===== src/sv/b64d_pkg.sv =====
`timescale 1ns / 1ps

package b64d_pkg;

  localparam int MaxStringChars = 256;
  localparam int ByteLimitRaw   = MaxStringChars / 4 * 3;
  localparam logic [7:0] ByteLimit = (ByteLimitRaw > 255) ? 8'd255 : 8'(ByteLimitRaw);

  localparam int FifoDepth   = 8;
  localparam int FifoPtrW    = $clog2(FifoDepth);
  localparam int FifoCntW    = $clog2(FifoDepth + 1);
  localparam int MaxResults  = 4;

  localparam logic [7:0] CharPad   = 8'h3D;
  localparam logic [7:0] CharDash  = 8'h2D;
  localparam logic [7:0] CharSpace = 8'h20;
  localparam logic [7:0] CharUnder = 8'h5F;

  localparam logic KindData   = 1'b0;
  localparam logic KindStatus = 1'b1;

  typedef struct packed {
    logic [7:0] character;
    logic       last_char;
  } in_t;

  typedef struct packed {
    logic       kind;
    logic [7:0] data_byte;
    logic       bad_input;
    logic [7:0] byte_count;
    logic       last_result;
  } out_t;

  typedef struct packed {
    logic [2:0]                 n;
    out_t [MaxResults-1:0]      item;
  } push_t;

endpackage


===== src/sv/b64d_core.sv =====
`timescale 1ns / 1ps

module b64d_core (
  input  logic           clk_i,
  input  logic           rst_ni,
  input  logic           fire_i,
  input  b64d_pkg::in_t  in_data_i,
  output b64d_pkg::push_t push_o
);

  typedef enum logic [1:0] {
    PhDecoding = 2'd0,
    PhStopped  = 2'd1,
    PhError    = 2'd2
  } phase_e;

  typedef struct packed {
    logic [1:0]  pos;
    logic [17:0] held;
    logic        third_pad;
    phase_e      phase;
    logic        at_start;
    logic        first_dash;
    logic [7:0]  count;
  } state_t;

  typedef struct packed {
    state_t          st;
    logic [1:0]      n;
    logic [2:0][7:0] b;
  } feed_t;

  localparam logic [6:0] NoValue = 7'd64;

  localparam state_t StateReset = '{
    pos: 2'd0, held: 18'd0, third_pad: 1'b0, phase: PhDecoding,
    at_start: 1'b1, first_dash: 1'b0, count: 8'd0
  };

  function automatic logic [6:0] sextet_of(logic [7:0] c);
    logic [6:0] v;
    if (c >= 8'h41 && c <= 8'h5A) begin
      v = 7'(c - 8'h41);
    end else if (c >= 8'h61 && c <= 8'h7A) begin
      v = 7'(c - 8'h61 + 8'd26);
    end else if (c >= 8'h30 && c <= 8'h39) begin
      v = 7'(c - 8'h30 + 8'd52);
    end else if (c == b64d_pkg::CharDash) begin
      v = 7'd62;
    end else if (c == b64d_pkg::CharUnder) begin
      v = 7'd63;
    end else begin
      v = NoValue;
    end
    return v;
  endfunction

  function automatic feed_t feed(state_t s, logic [7:0] c);
    feed_t           r;
    logic            pad;
    logic [6:0]      v;
    logic [2:0][7:0] cand;
    logic [1:0]      ncand;
    r      = '0;
    r.st   = s;
    pad    = (c == b64d_pkg::CharPad);
    v      = pad ? 7'd0 : sextet_of(c);
    cand   = '0;
    ncand  = '0;
    if (s.phase == PhDecoding) begin
      if (!pad && v == NoValue) begin
        r.st.phase = PhError;
      end else begin
        unique case (s.pos)
          2'd0: begin
            if (pad) begin
              r.st.phase = PhError;
            end else begin
              r.st.held = {v[5:0], 12'd0};
              r.st.pos  = 2'd1;
            end
          end
          2'd1: begin
            if (pad) begin
              r.st.phase = PhError;
            end else begin
              r.st.held[11:6] = v[5:0];
              r.st.pos        = 2'd2;
            end
          end
          2'd2: begin
            if (pad) begin
              r.st.third_pad = 1'b1;
            end else begin
              r.st.held[5:0] = v[5:0];
            end
            r.st.pos = 2'd3;
          end
          default: begin
            cand[0] = {s.held[17:12], s.held[11:10]};
            cand[1] = {s.held[9:6], s.held[5:2]};
            cand[2] = {s.held[1:0], v[5:0]};
            ncand   = s.third_pad ? 2'd1 : (pad ? 2'd2 : 2'd3);
            for (int i = 0; i < 3; i++) begin
              if (2'(i) < ncand && r.st.phase != PhError) begin
                if (r.st.count >= b64d_pkg::ByteLimit) begin
                  r.st.phase = PhError;
                end else begin
                  r.st.count = r.st.count + 8'd1;
                  r.b[r.n]   = cand[i];
                  r.n        = r.n + 2'd1;
                end
              end
            end
            r.st.pos       = 2'd0;
            r.st.held      = '0;
            r.st.third_pad = 1'b0;
            if (pad && r.st.phase == PhDecoding) begin
              r.st.phase = PhStopped;
            end
          end
        endcase
      end
    end
    return r;
  endfunction

  state_t state_q, state_d;
  feed_t  fr;
  state_t src;
  logic   main_feed;
  logic   bad;
  logic [2:0] n;
  b64d_pkg::out_t [b64d_pkg::MaxResults-1:0] items;

  always_comb begin
    state_d   = state_q;
    src       = state_q;
    main_feed = 1'b0;
    fr        = '0;
    bad       = 1'b0;
    items     = '0;
    n         = 3'd0;
    if (state_q.at_start) begin
      state_d.at_start = 1'b0;
      if (in_data_i.character == b64d_pkg::CharDash) begin
        state_d.first_dash = 1'b1;
      end else begin
        main_feed = 1'b1;
        src       = state_d;
      end
    end else if (state_q.first_dash) begin
      state_d.first_dash = 1'b0;
      if (in_data_i.character != b64d_pkg::CharSpace) begin
        main_feed = 1'b1;
        src       = feed(state_d, b64d_pkg::CharDash).st;
      end
    end else begin
      main_feed = 1'b1;
    end
    if (main_feed) begin
      fr      = feed(src, in_data_i.character);
      state_d = fr.st;
      n       = {1'b0, fr.n};
    end
    for (int i = 0; i < 3; i++) begin
      items[i].kind      = b64d_pkg::KindData;
      items[i].data_byte = fr.b[i];
    end
    if (in_data_i.last_char) begin
      if (state_d.first_dash) begin
        state_d.first_dash = 1'b0;
        state_d = feed(state_d, b64d_pkg::CharDash).st;
      end
      if (state_d.phase == PhDecoding && state_d.pos != 2'd0) begin
        state_d.phase = PhError;
      end
      bad = (state_d.phase == PhError);
      items[n[1:0]].kind        = b64d_pkg::KindStatus;
      items[n[1:0]].data_byte   = 8'd0;
      items[n[1:0]].bad_input   = bad;
      items[n[1:0]].byte_count  = bad ? 8'd0 : state_d.count;
      items[n[1:0]].last_result = 1'b0;
      n       = n + 3'd1;
      state_d = StateReset;
    end
    if (n != 3'd0) begin
      items[2'(n - 3'd1)].last_result = 1'b1;
    end
    push_o.item = items;
    push_o.n    = fire_i ? n : 3'd0;
  end

  always_ff @(posedge clk_i or negedge rst_ni) begin
    if (!rst_ni) begin
      state_q <= StateReset;
    end else if (fire_i) begin
      state_q <= state_d;
    end
  end

`ifndef SYNTH
  assert property (@(posedge clk_i) disable iff (!rst_ni)
    push_o.n <= 3'(b64d_pkg::MaxResults))
    else $error("more results than slots");

  assert property (@(posedge clk_i) disable iff (!rst_ni)
    (push_o.n != 3'd0) |-> push_o.item[2'(push_o.n - 3'd1)].last_result)
    else $error("final result not flagged");

  assert property (@(posedge clk_i) disable iff (!rst_ni)
    (fire_i && in_data_i.last_char) |=> (state_q.at_start && state_q.count == 8'd0))
    else $error("state not reset after end of string");
`endif

endmodule


===== src/sv/b64d_fifo.sv =====
`timescale 1ns / 1ps

module b64d_fifo (
  input  logic            clk_i,
  input  logic            rst_ni,
  input  b64d_pkg::push_t push_i,
  output logic            room_o,
  output logic            out_valid_o,
  input  logic            out_stall_i,
  output b64d_pkg::out_t  out_data_o
);

  localparam int PtrW = b64d_pkg::FifoPtrW;
  localparam int CntW = b64d_pkg::FifoCntW;

  b64d_pkg::out_t mem_q [b64d_pkg::FifoDepth];
  logic [PtrW-1:0] wr_ptr_q, rd_ptr_q;
  logic [CntW-1:0] count_q, count_d;
  logic            pop;

  assign out_valid_o = (count_q != '0);
  assign out_data_o  = mem_q[rd_ptr_q];
  assign pop         = out_valid_o && !out_stall_i;
  assign room_o      = (count_q <= CntW'(b64d_pkg::FifoDepth - b64d_pkg::MaxResults));
  assign count_d     = count_q + CntW'(push_i.n) - CntW'(pop);

  always_ff @(posedge clk_i) begin
    for (int i = 0; i < b64d_pkg::MaxResults; i++) begin
      if (3'(i) < push_i.n) begin
        mem_q[PtrW'(wr_ptr_q + PtrW'(i))] <= push_i.item[i];
      end
    end
  end

  always_ff @(posedge clk_i or negedge rst_ni) begin
    if (!rst_ni) begin
      wr_ptr_q <= '0;
      rd_ptr_q <= '0;
      count_q  <= '0;
    end else begin
      wr_ptr_q <= PtrW'(wr_ptr_q + PtrW'(push_i.n));
      if (pop) begin
        rd_ptr_q <= rd_ptr_q + PtrW'(1);
      end
      count_q <= count_d;
    end
  end

`ifndef SYNTH
  assert property (@(posedge clk_i) disable iff (!rst_ni)
    count_q <= CntW'(b64d_pkg::FifoDepth))
    else $error("result queue overfilled");

  assert property (@(posedge clk_i) disable iff (!rst_ni)
    (push_i.n != 3'd0) |-> room_o)
    else $error("push without room");

  assert property (@(posedge clk_i) disable iff (!rst_ni)
    (push_i.n == 3'd0 && pop) |=> (count_q == $past(count_q) - CntW'(1)))
    else $error("queue count lost a transfer");
`endif

endmodule


===== src/sv/base64url_decoder_unit.sv =====
`timescale 1ns / 1ps

// base64url decoder, one character per input transfer, last_char on the final one.
// input channel: in_valid_i / in_stall_o / in_data_i (character, last_char).
// output channel: out_valid_o / out_stall_i / out_data_o, one result per transfer:
//   data bytes (kind 0) and, after the last character, one status item (kind 1)
//   with bad_input and byte_count; last_result marks the final result of a character.
// a character is taken into an input register, decoded there against the string state,
// and its zero to four results are written to an 8-entry result queue.
// the first result is offered from the queue once the character has been decoded
// and written there, which waits while the queue lacks room.
// throughput: one character per cycle while the queue has room for four results;
// results drain at one per cycle, so a stalled receiver fills the queue and then
// raises in_stall_o.
// on error the data bytes already sent are to be dropped by the receiver.
// reset clears the string state, the input register's valid flag and the queue; the first
// character after reset starts a new string.

module base64url_decoder_unit (
  input  logic           clk_i,
  input  logic           rst_ni,
  input  logic           in_valid_i,
  output logic           in_stall_o,
  input  b64d_pkg::in_t  in_data_i,
  output logic           out_valid_o,
  input  logic           out_stall_i,
  output b64d_pkg::out_t out_data_o
);

  logic            s1_valid_q;
  b64d_pkg::in_t   s1_data_q;
  logic            room;
  logic            fire;
  b64d_pkg::push_t push;

  assign fire       = s1_valid_q && room;
  assign in_stall_o = s1_valid_q && !room;

  always_ff @(posedge clk_i or negedge rst_ni) begin
    if (!rst_ni) begin
      s1_valid_q <= 1'b0;
    end else if (!in_stall_o) begin
      s1_valid_q <= in_valid_i;
    end
  end

  always_ff @(posedge clk_i) begin
    if (in_valid_i && !in_stall_o) begin
      s1_data_q <= in_data_i;
    end
  end

  b64d_core u_core (
    .clk_i     (clk_i),
    .rst_ni    (rst_ni),
    .fire_i    (fire),
    .in_data_i (s1_data_q),
    .push_o    (push)
  );

  b64d_fifo u_fifo (
    .clk_i       (clk_i),
    .rst_ni      (rst_ni),
    .push_i      (push),
    .room_o      (room),
    .out_valid_o (out_valid_o),
    .out_stall_i (out_stall_i),
    .out_data_o  (out_data_o)
  );

endmodule

===== config.mk =====
export PLATFORM = sky130hd
export DESIGN_NAME = base64url_decoder_unit
export DESIGN_NICKNAME = d
export VERILOG_FILES = /design/src/sv/b64d_pkg.sv /design/src/sv/b64d_core.sv /design/src/sv/b64d_fifo.sv /design/src/sv/base64url_decoder_unit.sv
export SDC_FILE = /design/constraint.sdc
export NUM_CORES = 1
export LEC_CHECK = 0
export BUFFER_PORTS_ARGS = -buffer_cell sky130_fd_sc_hd__clkbuf_2
export CORE_UTILIZATION = 35
export CTS_BUF_LIST = sky130_fd_sc_hd__clkbuf_4 sky130_fd_sc_hd__clkbuf_8
export DETAILED_ROUTE_END_ITERATION = 12
export GPL_ROUTABILITY_DRIVEN = 0
export SLEW_MARGIN = 20
export SYNTH_ARGS = -nofsm -noshare
export SYNTH_HDL_FRONTEND = slang
export SYNTH_SLANG_ARGS = --single-unit

===== constraint.sdc =====
create_clock -name clk_i -period 9.6 [get_ports clk_i]
set_clock_uncertainty 0.2 [all_clocks]
set_input_delay 1.92 -clock clk_i [delete_from_list [all_inputs] [get_ports clk_i]]
set_output_delay 1.92 -clock clk_i [all_outputs]
set_load 0.01 [all_outputs]

==> results of run 1 <==
-- state kept, by name (all words and copies together), names as in the netlist --
| register | count |
|---|---|
| u_core.state_q | 33 |
| u_fifo.rd_ptr_q | 3 |
| s1_data_q | 9 |
| u_fifo.wr_ptr_q | 3 |
| u_fifo.mem_q | 152 |
| s1_valid_q | 1 |
| u_fifo.count_q | 4 |
-- power by group through the flow --
| stage | registers (W) | logic [W] | clock network (W) |
|---|---|---|---|
| 5_1_grt | 0.00122 | 0.00170 | 0.000981 |
| 6_report | 0.00120 | 0.00156 | 0.000920 |
| 2_1_floorplan | 0.00112 | 0.00116 | 0 |
| 3_5_place_dp | 0.00122 | 0.00153 | 0 |
| 4_1_cts | 0.00120 | 0.00154 | 0.000939 |
| 3_3_place_gp | 0.00121 | 0.00152 | 0 |
-- kinds of logic (layout without fill, tap and decap cells) --
| family | count (synthesis) | in the layout | share of synthesized area [%] |
|---|---|---|---|
| simple gates | 715 | 715 | 21.6 |
| compound gates | 521 | 521 | 22.8 |
| flops | 205 | 205 | 36.0 |
| buf+inv | 189 | 253 | 4.84 |
| mux | 77 | 77 | 7.73 |
| xor+xnor | 60 | 60 | 3.40 |
| fa+ha+maj | 48 | 48 | 3.73 |
-- tightest hold or removal path: stages (launching register included) --
cell and delay (ps):
dfrtp_1 340, nand2_1 50, o21ai_0 60
-- per-stage QoR --
stage	hold slack, ps	cell area [um^2]	utilization [%]
2_1_floorplan	250	16500	-
3_3_place_gp	271	17600	37.8
3_5_place_dp	272	17600	37.8
4_1_cts	284	18400	39.6
5_1_grt	326	18500	39.8
6_report	284	18500	39.8
-- placed cells by master (no fill, tap or decap), drive strengths merged, types with 13 or more instances in the layout --
cell type	count
nor2	160
o211ai	18
nand4	14
a31oi	13
or3	13
a22o	18
nand3	65
clkbuf	87
xnor2	45
nand2	221
o21ai	125
o22ai	16
a211oi	73
edfxtp	161
a311oi	35
nor3	89
buf	83
or2	13
mux2	24
o2111ai	13
inv	68
mux4	38
mux2i	15
xor2	14
and2	25
a22oi	13
and3	14
dfrtp	43
a21oi	81
ha	46
nor4	41
-- layer usage --
layer | global-route usage [%] | share of wire, % | vias to the layer above
li1 | - | - | 7009
met1 | 30.5 | 43 | 7247
met2 | 35.2 | 45 | 776
met3 | 3.71 | 8.7 | 129
met4 | 9.19 | 3.6 | 0
met5 | 0 | 0 | -
-- area by class of cell --
class	count	share of cell area (%)
multi-input cells	1421	53.3
flip-flops and latches	205	32.1
repair buffers	116	4.70
well taps	607	4.10
clock buffers	54	3.57
inverters	67	1.37
clock inverters	16	0.878
-- path summary, 6_finish.rpt --
kind                                      end  slack [ps]  depth (start not counted)
max in group asynchronous  u_fifo.rd_ptr_q[0]        7410                          2
min in group asynchronous  u_fifo.wr_ptr_q[0]        1240                          2
max reg2reg                u_fifo.mem_q[5][7]         470                         37
min                        u_core.state_q[19]         280                          2
max                        u_fifo.mem_q[5][7]         470                         37
min reg2reg                u_core.state_q[19]         280                          2
-- repair_timing --
action                     CTS  global route
resized for setup            0            17
setup endpoints to repair    0           132
buffers inserted             0             4
==> impl_metrics.json, run 1 <==
{
  "run_status": "finished clean",
  "clock_tree.htree_level_count": 2,
  "num_antenna_cells": 0,
  "yosysMostFrequentCell": "nand2_1",
  "switching_share_pct": 41.8,
  "grt.overflow.total": 0,
  "die-width_um": 219,
  "critPathArrivalTime_ps": 9240,
  "yosys_warnings": 0,
  "internal_power_w": 0.00214,
  "clkPwrFrac_pct": 25.0,
  "origin_of_the_worst_min_delay_path": "u_core.state_q[19]",
  "rows": 79,
  "seqCellArea_um2": 5940,
  "timing.final.setup_violations": 0,
  "critical_path.startpoint": "u_core.state_q[6]",
  "period_minus_slack_ps": 9130,
  "ys_ff_latch": 205,
  "num_vias": 15200,
  "yosys-top-cells-count": "218 x nand2_1, 161 x edfxtp_1, 158 x nor2_1",
  "synth.largest_area_cell": "edfxtp_1",
  "total_power_w": 0.00368,
  "coreArea_um2": 46600,
  "cts-buffers-inserted": 39,
  "cellPowerDensity_nw_per_um2": 199,
  "dp.cells": 2412,
  "path_buf_inv": 5,
  "initial_core_util_pct": 35.5,
  "drt-initial-drc-count": 1635,
  "mappedNetlistArea_um2": 16500,
  "postLayoutSetupSlackWorst_ps": 473,
  "synth.distinct_cells": 118,
  "fin_setup_tns_ps": 0,
  "critical-path-top-cell-by-count": "ha_1",
  "worst-path-max-fanout": 64,
  "maxSlewViolCount": 0,
  "global_route.usage.total_pct": 22.4,
  "drc": 0,
  "power.ir.vdd_worst_v": 0.000114,
  "timing_worst_slew_pin_value_ps": 1060,
  "via_count_of_the_first_global_routing_pass": 14400,
  "min_path_type": "reg -> reg",
  "grt_setup_unrepaired": "no",
  "syn2layout_area_growth_pct": 12.2,
  "min_period_over_period_pct": 95.1,
  "cts_sinks": 205,
  "synthFlopType": "edfxtp_1",
  "routedWlPerCell_um": 21.6,
  "tritoncts": "done",
  "global_route_wire_length_before_repair_um": 83700,
  "type_of_destination_of_the_critical_path": "flop",
  "final_layout_size_suffix_gt1_share_pct": 18.3,
  "seq_pwr_share_pct": 32.7,
  "finalNonFillerCells": 2486,
  "post_synth_inst_count": 1815,
  "cts_hold_buffers": 0,
  "post_synth.cell_area_avg_um2": 9.09,
  "cpPeakStageDelay_ps": 520,
  "critical_path.startpoint_type": "flop",
  "path_clk_slew_ps": 60,
  "synth_enable_flop_cells": 161,
  "boundaryPins": 34,
  "dp.final_hpwl_um": 37900,
  "grt_start_max_net_pins": 65,
  "cts-root-to-sink-buffers": 3,
  "fmax_ghz": 0.110,
  "fill_cell_total_of_the_finished_layout": 4619,
  "detail_route.vias_per_cell": 6.10,
  "wirelength_um": 53800,
  "finalHoldViolations": 0,
  "dieHeight_um": 219,
  "critPathSlowestCell": "o311a_2",
  "yosysTopAreaCellShare_pct": 29.3,
  "timing_worst_setup_path_type": "reg -> reg",
  "detail-route-antenna-nets": 0,
  "die-area_um2": 48000,
  "synthesis.nets": 1876,
  "multi_input_comb_area_um2": 9870,
  "io_buffers": 33,
  "drt_pre_antenna_iters": 6,
  "cap_viol_max_count": 0,
  "place_ws_ps": 215,
  "combinationalPowerShare_pct": 42.3,
  "antenna_found_initial": 0,
  "cellLeakagePower_nw": 6.43,
  "crit_path_required_time_ps": 9710,
  "worst_flop_to_flop_path_startpoint": "u_core.state_q[6]",
  "ys_top_cells_by_area": "edfxtp_1 29%, dfrtp_1 6.5%, mux4_2 5.2%",
  "clk-insertion-delay-late_ps": 640,
  "clk_root_buffer_cell": "clkbuf_8",
  "synth.yosys.seq_area_share_pct": 36.0,
  "switching_power_w": 0.00154,
  "final_nets": 1911,
  "crit_family": "compound AO/OA/AOI/OAI gates",
  "ys_async_sr_fraction_pct": 21.5,
  "max_slew_margin_pct": 28.6
}
No activity file was read; power rests on OpenSTA's default activity.
==> run 2: changes to the inputs <==
Settings changed: CORE_UTILIZATION 35 to 55, CTS_BUF_LIST sky130_fd_sc_hd__clkbuf_4 sky130_fd_sc_hd__clkbuf_8 to unset, PLACE_DENSITY set to 0.74.
==> run 2 against run 1 <==
Net effect: design area fell by 1.6%; sequential power about the same; via count up 1.5%; core utilization up 22 points; non-clock buffer count is 2 lower; combinational power about the same; routed wire length shrank 6.4%; first-iteration DRC count is 23% higher; final cell count decreased by 9.9%; clock power increased by 9%; register-to-register slack gained 110 ps; global-route usage is 10 points higher.
==> impl_metrics.json, run 2 (synthesis gave the netlist of run 1 again) <==
{
  "run_status": "finished clean",
  "grt_start_max_net_pins": 45,
  "utilization_pct": 61.7,
  "clk-insertion-delay-late_ps": 540,
  "crit_path_required_time_ps": 9650,
  "cellPowerDensity_nw_per_um2": 205,
  "internal_power_w": 0.00224,
  "timing_worst_setup_path_type": "reg -> reg",
  "die-width_um": 175,
  "critPathSlowestCell": "o22ai_1",
  "maxSlewViolCount": 0,
  "critPathArrivalTime_ps": 9070,
  "global_route.usage.total_pct": 32.7,
  "rows": 63,
  "path_buf_inv": 3,
  "routedWlPerCell_um": 22.5,
  "dp.cells": 2192,
  "switching_share_pct": 40.0,
  "drc": 0,
  "cap_viol_max_count": 0,
  "combinationalPowerShare_pct": 41.6,
  "min_path_type": "reg -> reg",
  "critical_path.startpoint_type": "flop",
  "finalNonFillerCells": 2240,
  "grt_setup_unrepaired": "no",
  "period_minus_slack_ps": 9020,
  "cts-root-to-sink-buffers": 3,
  "num_vias": 15400,
  "type_of_destination_of_the_critical_path": "flop",
  "largest_register_by_flop_count": "u_fifo.mem_q",
  "layout_top_registers": "u_fifo.mem_q (152), u_core.state_q (33), s1_data_q (9)",
  "crit_family": "compound AO/OA/AOI/OAI gates",
  "antenna_found_initial": 0,
  "wirelength_um": 50400,
  "mostFrequentLayoutCell": "nand2_1",
  "grt.overflow.total": 0,
  "syn2layout_area_growth_pct": 10.4,
  "dieHeight_um": 175,
  "layout.cells.most_common_list": "218 x nand2_1, 161 x edfxtp_1, 156 x nor2_1",
  "fin_setup_tns_ps": 0,
  "cts-buffers-inserted": 23,
  "path_clk_slew_ps": 60,
  "cellLeakagePower_nw": 6.39,
  "max_slew_margin_pct": 25.5,
  "power.ir.vdd_worst_v": 0.000171,
  "detail-route-antenna-nets": 0,
  "fill_cell_total_of_the_finished_layout": 2485,
  "min_period_over_period_pct": 93.9,
  "clk_root_buffer_cell": "clkbuf_16",
  "timing.final.setup_violations": 0,
  "cts_sinks": 205,
  "coreArea_um2": 29600,
  "global_route_wire_length_before_repair_um": 79900,
  "worst-path-max-fanout": 13,
  "die-area_um2": 30700,
  "cpPeakStageDelay_ps": 710,
  "num_antenna_cells": 0,
  "dp.final_hpwl_um": 35100,
  "fmax_ghz": 0.111,
  "io_buffers": 33,
  "drt_pre_antenna_iters": 7,
  "finalHoldViolations": 0,
  "final_layout_size_suffix_gt1_share_pct": 17.1,
  "seq_pwr_share_pct": 31.6,
  "final_nets": 1894,
  "largest_register_ffs": 152,
  "switching_power_w": 0.00149,
  "via_count_of_the_first_global_routing_pass": 14600,
  "tritoncts": "done",
  "clkPwrFrac_pct": 26.8,
  "drt-initial-drc-count": 2009,
  "timing_worst_slew_pin_value_ps": 1110,
  "clock_tree.htree_level_count": 1,
  "initial_core_util_pct": 55.8,
  "detail_route.vias_per_cell": 6.87,
  "boundaryPins": 34
}
## run 2: changes by cell type in the layout (fill, tap and decap cells not counted), moves of 2 or more
cell | before | now
buf_12 | 5 | 3
clkinv_2 | 4 | 2
clkinv_8 | 2 | 0
bufinv_16 | 2 | 6
clkbuf_8 | 41 | 0
clkinv_1 | 4 | 1
clkbuf_4 | 13 | 0
o21ai_1 | 19 | 21
clkinvlp_4 | 2 | 5
clkbuf_16 | 0 | 23
## run 2: path summary, 6_finish.rpt
check,start,to,slack (ps),depth (start not counted)
worst min-delay path,u_fifo.count_q[0],u_fifo.count_q[0],300,1
max in group asynchronous,rst_ni,u_core.state_q[6],7370,2
min in group asynchronous,rst_ni,u_core.state_q[17],1330,2
worst min register to register,u_fifo.count_q[0],u_fifo.count_q[0],300,1
worst max register to register,u_core.state_q[1],u_fifo.mem_q[6][8],580,34
worst max-delay path,u_core.state_q[1],u_fifo.mem_q[6][8],580,34
## run 2: timing repair
item | CTS | global route
hold buffers | 0 | 0
setup endpoints to repair | 0 | 81
endpoints found under the hold margin | 0 | 0
gates resized for setup | 0 | 14
setup buffers | 0 | 4
## run 2: per-layer routing
metal / GRT usage (%) / up-vias / part of all wire, %
li1: - / 6958 / -
met1: 44.8 / 7250 / 40
met3: 4.55 / 179 / 10
met5: 0 / - / 0
met2: 51.7 / 996 / 45
met4: 14.4 / 0 / 4.5
## run 2: area by class of cell
type                       instances  area (um^2)  share of cell area (%)
clock inverter                    18          280                    1.54
multi-input combinational       1422         9880                    54.2
tap                              390          488                    2.68
timing repair buffer             114          808                    4.43
clock buffer                      24          579                    3.18
sequential                       205         5940                    32.6
inverter                          67          251                    1.38
## run 2: stage by stage
| stage | hold slack, ps | setup WS [ps] | total power (W) | instance area, um^2 |
|---|---|---|---|---|
| after global placement | 280 | 627 | 0.00268 | 17300 |
| after floorplan | 250 | 399 | 0.00227 | 16500 |
| after detailed placement | 289 | 333 | 0.00271 | 17300 |
| final | 301 | 582 | 0.00373 | 18200 |
| after global routing | 327 | 8.09 | 0.00392 | 18200 |
| after CTS | 303 | 294 | 0.00371 | 18100 |
## run 2: power groups by stage
stage / combinational (W) / clock [W] / sequential, W
global route: 0.00169 / 0.00104 / 0.00119
floorplan: 0.00116 / 0 / 0.00112
CTS: 0.00152 / 0.00101 / 0.00118
finish: 0.00155 / 0.00100 / 0.00118
global placement: 0.00149 / 0 / 0.00119
detailed placement: 0.00151 / 0 / 0.00119
